[src/design/srrt_pkg.sv]
// Shared types and codes for the sorted range record table.
package srrt_pkg;

  localparam logic [1:0] CMD_ADD  = 2'd0;
  localparam logic [1:0] CMD_FREE = 2'd1;
  localparam logic [1:0] CMD_FIND = 2'd2;

  localparam logic [1:0] ST_OK   = 2'd0;
  localparam logic [1:0] ST_FULL = 2'd1;
  localparam logic [1:0] ST_MISS = 2'd2;

  typedef struct packed {
    logic [1:0]  command;
    logic [31:0] address;
    logic [31:0] region_size;
    logic [31:0] region_attr;
  } in_item_t;

  typedef struct packed {
    logic [1:0]  status;
    logic [31:0] hit_base;
    logic [31:0] hit_size;
    logic [31:0] hit_attr;
  } out_item_t;

  typedef struct packed {
    logic [31:0] base;
    logic [31:0] length;
    logic [31:0] flags;
  } entry_t;

  // Commands from the controller to the datapath.
  typedef struct packed {
    logic       load;
    logic       pos_clr;
    logic       pos_ld_cnt;
    logic       pos_inc;
    logic       pos_dec;
    logic       rd_prev;
    logic       wr_en;
    logic       wr_prev;
    logic       wr_sel_new;
    logic       cnt_inc;
    logic       cnt_dec;
    logic       finish;
    logic [1:0] fin_status;
    logic       fin_hit;
  } ctl_t;

  // Status from the datapath to the controller.
  typedef struct packed {
    logic [1:0] req_cmd;
    logic       full;
    logic       pos_zero;
    logic       pos_end;
    logic       base_eq;
    logic       base_gt;
    logic       in_range;
  } sts_t;

endpackage

[src/design/srrt_ctrl.sv]
// Controller state machine that sequences add, free and find commands.
module srrt_ctrl (
  input  logic           clk,
  input  logic           rst_n,
  input  logic           start,
  input  logic [1:0]     in_command,
  input  srrt_pkg::sts_t sts,
  output logic           busy,
  output srrt_pkg::ctl_t ctl
);

  typedef enum logic [7:0] {
    S_IDLE     = 8'b0000_0001,
    S_ADD_RD   = 8'b0000_0010,
    S_ADD_CHK  = 8'b0000_0100,
    S_SRCH_RD  = 8'b0000_1000,
    S_SRCH_CHK = 8'b0001_0000,
    S_SHIFT_RD = 8'b0010_0000,
    S_SHIFT_WR = 8'b0100_0000,
    S_UNUSED   = 8'b1000_0000
  } state_t;

  state_t state_r, state_nxt;

  always_ff @(posedge clk) begin
    if (!rst_n) begin
      state_r <= S_IDLE;
    end else begin
      state_r <= state_nxt;
    end
  end

  assign busy = (state_r != S_IDLE);

  always_comb begin
    ctl       = '0;
    state_nxt = state_r;
    unique case (state_r)
      S_IDLE: begin
        if (start) begin
          priority if (in_command == srrt_pkg::CMD_ADD && sts.full) begin
            ctl.finish     = 1'b1;
            ctl.fin_status = srrt_pkg::ST_FULL;
          end else if (in_command == srrt_pkg::CMD_ADD) begin
            ctl.load       = 1'b1;
            ctl.pos_ld_cnt = 1'b1;
            state_nxt      = S_ADD_RD;
          end else if (in_command == srrt_pkg::CMD_FREE ||
                       in_command == srrt_pkg::CMD_FIND) begin
            ctl.load    = 1'b1;
            ctl.pos_clr = 1'b1;
            state_nxt   = S_SRCH_RD;
          end else begin
            ctl.finish     = 1'b1;
            ctl.fin_status = srrt_pkg::ST_MISS;
          end
        end
      end
      S_ADD_RD: begin
        // Walking down from the top; slot zero means every entry moved up.
        if (sts.pos_zero) begin
          ctl.wr_en      = 1'b1;
          ctl.wr_sel_new = 1'b1;
          ctl.cnt_inc    = 1'b1;
          ctl.finish     = 1'b1;
          ctl.fin_status = srrt_pkg::ST_OK;
          state_nxt      = S_IDLE;
        end else begin
          ctl.rd_prev = 1'b1;
          state_nxt   = S_ADD_CHK;
        end
      end
      S_ADD_CHK: begin
        ctl.wr_en = 1'b1;
        if (sts.base_gt) begin
          ctl.pos_dec = 1'b1;
          state_nxt   = S_ADD_RD;
        end else begin
          ctl.wr_sel_new = 1'b1;
          ctl.cnt_inc    = 1'b1;
          ctl.finish     = 1'b1;
          ctl.fin_status = srrt_pkg::ST_OK;
          state_nxt      = S_IDLE;
        end
      end
      S_SRCH_RD: begin
        if (sts.pos_end) begin
          ctl.finish     = 1'b1;
          ctl.fin_status = srrt_pkg::ST_MISS;
          state_nxt      = S_IDLE;
        end else begin
          state_nxt = S_SRCH_CHK;
        end
      end
      S_SRCH_CHK: begin
        priority if (sts.req_cmd == srrt_pkg::CMD_FREE) begin
          ctl.pos_inc = 1'b1;
          state_nxt   = sts.base_eq ? S_SHIFT_RD : S_SRCH_RD;
        end else if (sts.in_range) begin
          ctl.finish     = 1'b1;
          ctl.fin_status = srrt_pkg::ST_OK;
          ctl.fin_hit    = 1'b1;
          state_nxt      = S_IDLE;
        end else if (sts.base_gt) begin
          ctl.finish     = 1'b1;
          ctl.fin_status = srrt_pkg::ST_MISS;
          state_nxt      = S_IDLE;
        end else begin
          ctl.pos_inc = 1'b1;
          state_nxt   = S_SRCH_RD;
        end
      end
      S_SHIFT_RD: begin
        if (sts.pos_end) begin
          ctl.cnt_dec    = 1'b1;
          ctl.finish     = 1'b1;
          ctl.fin_status = srrt_pkg::ST_OK;
          state_nxt      = S_IDLE;
        end else begin
          state_nxt = S_SHIFT_WR;
        end
      end
      S_SHIFT_WR: begin
        ctl.wr_en   = 1'b1;
        ctl.wr_prev = 1'b1;
        ctl.pos_inc = 1'b1;
        state_nxt   = S_SHIFT_RD;
      end
      default: begin
        state_nxt = S_IDLE;
      end
    endcase
  end

endmodule

[config.mk]
export PLATFORM = sky130hd
export DESIGN_NAME = srrt_ctrl
export DESIGN_NICKNAME = d
export VERILOG_FILES = /design/src/design/srrt_pkg.sv /design/src/design/srrt_ctrl.sv
export SDC_FILE = /design/constraint.sdc
export NUM_CORES = 1
export LEC_CHECK = 0
export BUFFER_PORTS_ARGS = -buffer_cell sky130_fd_sc_hd__buf_4
export CORE_MARGIN = 3
export CORE_UTILIZATION = 41
export CTS_CLUSTER_DIAMETER = 120
export DETAILED_ROUTE_END_ITERATION = 10
export PLACE_DENSITY = 0.75
export REMOVE_ABC_BUFFERS = 1
export SYNTH_ARGS = -nofsm -noshare
export SYNTH_HDL_FRONTEND = slang
export SYNTH_SLANG_ARGS = --single-unit
[constraint.sdc]
create_clock -name clk -period 1.4 [get_ports clk]
set_clock_uncertainty 0.15 [all_clocks]
set_input_delay 0.07 -clock clk [delete_from_list [all_inputs] [get_ports clk]]
set_output_delay 0.07 -clock clk [all_outputs]
set_load 0.03 [all_outputs]
; ---- After elaboration in Yosys (flattened, before gate mapping)
; Cells that the tools add are included.
[word_totals]
in_bits = 13
out_inout_bits = 16
reg_bits = 8
[op_classes]
reduce_logical = 5
eq_ne = 14
muxes = 49
[op_table]
columns = op, n
row1 = $pmux 8 s7, 1
row2 = $mux 8, 6
row3 = $mux 3, 13
row4 = $pmux 3 s6, 1
row5 = $mux 1, 15
row6 = $mux 4, 3
row7 = $eq 8x1->1 const B, 1
row8 = $eq 8x2->1 const B, 1
row9 = $eq 8x3->1 const B, 1
row10 = $eq 8x4->1 const B, 1
row11 = $eq 8x5->1 const B, 1
row12 = $eq 8x6->1 const B, 1
row13 = $eq 8x7->1 const B, 1
row14 = $mux 2, 4
row15 = $ne 8x1->1 const B, 1
row16 = $mux 7, 1
row17 = $mux 6, 1
row18 = $mux 5, 1
row19 = $eq 2x1->1 const B, 2
row20 = $ne 2x2->1 const B, 2
row21 = $pmux 1 s2, 2
row22 = $pmux 2 s2, 1
row23 = $ne 3x3->1 const B, 1
row24 = $reduce_and 3->1, 1
row25 = 5 further kinds, 5

; ---- Depth between registers and ports, before layout
[depth]
ltp_word = 7
mapped_depth = 6
depth_no_buf = 6

; ---- Worst setup path after synthesis
; No wires, ideal clock.
[synth_timing]
kind = flip-flop to flip-flop
start = register state_r[6]
end = register state_r[2]
t_arrival_ns = 1.657
synth_period_minus_slack_ns = 1.869
setup_time_ns = 0.063
setup_slack_ns = -0.469
path_stages_with_launch = 5
path_cell_list = dfxtp_1 -> nor3_4 -> nand2_1 -> nor3b_1 -> and2_1
[synth_via]
elab_chain_cells = 3
elab_cells_between_ends = 12
cone_classes = 10 x eq/ne / 1 x mux / 1 x reduce/logical
[synth_lines]
columns = element, line
row1 = from (decl), srrt_ctrl.sv:23  ; state_t state_r, state_nxt;
row2 = from (signal assigned), srrt_ctrl.sv:29  ; state_r <= state_nxt;
row3 = $eq 8x1->1, srrt_ctrl.sv:38  ; unique case (state_r)
row4 = $ne 3x3->1 (no line) or $ne 2x2->1 (tied branches), n/a
row5 = $reduce_and 3->1 (no line), n/a
; Several ways; a longest one is shown, not always the timed one.
; A chain may end at the register's enable or synchronous reset.

; ---- Worst setup path after layout
[layout_timing]
start = register state_r[0]
end = register state_r[0]
; Same word-level chain as after synthesis.

==> metrics.md <==
| Metric | Value |
|---|---|
| Status | `finished with violations` |
| Failing checks | `setup timing` |
| Leak | `about 0.00064 uW` |
| DIE WIDTH | `~46 microns` |
| DR WL/cell | `~22 microns` |
| Clock Sinks | `7` |
| Remaining Overflow, GRT | `0` |
| Ports | `29` |
| GRT met2 Usage | `a little under three fifths` |
| Biggest regs | `state_r x7` |
| CP Max Fanout | `5` |
| Via Count | `1,049` |
| Clock buffer depth | `2` |
| Synth top area share | `21.05%` |
| Die area | `2143 sq um` |
| Fmax | `roughly 490 MHz` |
| Worst Max-Slew Pin Slew | `0.6294 ns` |
| Post-synth top area cell | `dfxtp_1` |
| Tcrit/Tclk final | `144.7%` |
| Remaining DRCs | `0` |
| Relative slew margins | `roughly 58%` |
| CTS tree | `done` |
| Area of the mapped netlist | `665.6 sq um` |
| Clk Tree Root Cell | `clkbuf_4` |
| Pins Over Slew Limit | `0` |
| CP Launch Type | `flip-flop` |
| Worst Hold Class | `primary input to flip-flop` |
| Worst-path clk slew | `approximately 0.060 ns` |
| Final Hold Vio Count | `0` |
| Cell Rows | `13` |
| Port Buffers | `28` |
| Gp weighted congestion | `0.8506` |
| Critical Path Sink Type | `flip-flop` |
| Synthesized area per cell | `slightly below 8 sq um` |
| H-tree depth | `1` |
| Drt total wl | `3.597 mm` |
| CP Data Arrival Time | `roughly 2 ns` |
| Vias in the first global route | `1,004` |
| Biggest register | `state_r` |
| Height of the die | `about 46 microns` |
| Max VDD drop | `between 0.8 and 0.9 mV` |
| Setup TNS | `-7.291 ns` |
| Cells after DPL | `~150` |
| Antenna violations before repair | `0` |
| Hpwl dp | `approximately 1.7 mm` |
| RSZ-0062 raised after global routing | `yes` |
| Crit path required time | `between 1 and 1.5 ns` |
| Tmin final | `between 2 and 2.5 ns` |
| Post-Layout Inst Area | `roughly 1300 sq um` |
| Nets | `167` |
| Synth cell types | `38` |
| Number of DRC markers in iteration 0 | `approximately 140` |
| Largest net degree at the start of global routing | `7` |
| Setup ws final | `-0.6263 ns` |
| Core area | `1415 sq um` |
| Global-route wire length before repair | `4.754 mm` |
| FF-to-FF setup slack | `-0.63 ns` |
| Pwr dens | `between 900 and 1000 nW/um^2` |
| Largest cells by area after synthesis | `dfxtp_1 21%, ha_1 5.6%, nand3_1 5.3%` |
| Ys async rst share | `0%` |
| Finished Layout Cells | `around 170` |
| GRT Util Overall | `between 30% and 40%` |
| GR peak layer | `met2` |
| Final setup viols | `22` |
| Final ANT Viol Nets | `0` |
| DP Area | `about 1000 sq um` |
| Met3 Use GR | `under 10%` |
| Met1 usage | `between 30% and 40%` |
| Mapped Cells | `86` |
| Number of synthesized flops with an enable pin | `0` |
| Register area share after synthesis | `roughly a fifth` |
| P&R area growth vs syn | `97.56%` |
| Drt pass-1 iters | `6` |
| Max-Cap Viols | `0` |
| Vias/cell | `between 6 and 7` |
| Diode count | `0` |
| Commonest non-fill, non-tap cells in the layout | `44 x buf_4, 13 x buf_6, 6 x nand3_1` |
| Clk_lat worst skew | `about 0.27 ns` |
| Most common cell after layout, fill and taps aside | `buf_4` |
| Seq cells post-synth | `7` |
| Layout cell share with drive strength beyond 1 | `between 60 and 70%` |
| Crit path kind | `flip-flop to flip-flop` |
| Synth warn | `0` |
| Top FF cell, synth | `dfxtp_1` |
| Hold_ws | `roughly 0.022 ns` |
| Initial core utilization | `approximately 47%` |
| Max reg flops | `7` |
| TritonCTS Buffers | `3` |
metal layers:
metal,part of all wire [%],up-vias,wire length (microns)
met5,0,-,0
met4,5.6,0,200
met3,11,28,409
met2,48,110,1735
met1,35,469,1252
li1,-,442,-
final timing paths:
check,cells after the start,from,end
min,3,sts[1],state_r[1]
max,4,state_r[0],state_r[0]
max reg2reg,4,state_r[0],state_r[0]
min reg2reg,4,state_r[6],state_r[6]
synth_stat cells, types with 2 or more instances:
cell type / count
nand3_1: 7
nand2b_1: 2
and3_1: 3
nand2_1: 3
o211ai_1: 2
nor3b_1: 2
ha_1: 3
nand4_1: 3
nor2_1: 8
o21a_1: 2
and3_2: 2
a21oi_1: 3
nor2b_1: 3
xor2_1: 2
nor4_1: 2
and4_1: 2
inv_1: 6
dfxtp_1: 7
and2_1: 2
nor3_2: 2
o21ai_0: 3
where the power goes:
group	leakage (uW)	switching, uW	total [uW]	internal, uW
Combinational	0.000562	380	747	367
Sequential	0.0000601	39.6	259	219
Clock	0.0000150	93.1	203	110
metrics by stage:
step | util, % | setup slack, ns | power, uW
5_1_grt | 92.93 | -0.5833 | 1240
4_1_cts | 89.04 | -0.3566 | 1057
3_3_place_gp | 71.97 | -0.1529 | 729.9
6_report | 92.93 | -0.6263 | 1209
3_5_place_dp | 71.97 | -0.1592 | 736.3
2_1_floorplan | - | -0.4991 | 514.5
critical path, cell delays in order (launching register included):
cell and delay [ns]:
dfxtp_2 0.38, nor4_1 0.53, o311ai_0 0.39, o211ai_1 0.29, nand4_1 0.15
cell type report:
| cell class | instances | area, sq um |
|---|---|---|
| inverters | 7 | 28.78 |
| repair buffers | 62 | 526.8 |
| fillers | 56 | 100.1 |
| clock buffers | 4 | 26.28 |
| well taps | 15 | 18.77 |
| flip-flops and latches | 7 | 153.9 |
| multi-input cells | 70 | 560.5 |
kinds of logic (layout without fill, tap and decap cells):
family | Yosys count | after routing | share of synthesized area [%]
AO/OA/AOI/OAI | 14 | 14 | 13.72
XOR/XNOR | 3 | 3 | 3.948
adder cells (fa/ha/maj) | 3 | 3 | 5.640
buffers and inverters | 9 | 73 | 7.144
flip-flops | 7 | 7 | 21.05
AND/OR/NAND/NOR | 50 | 50 | 48.50
timing repair:
item | CTS | global route
endpoints found under the hold margin | 6 | 0
gates resized for setup | 38 | 10
endpoints found under the setup margin | 22 | 22
pin swaps | 6 | 11
buffers inserted | 9 | 4
hold buffers | 5 | 0
(Power assumes the default switching activity.)
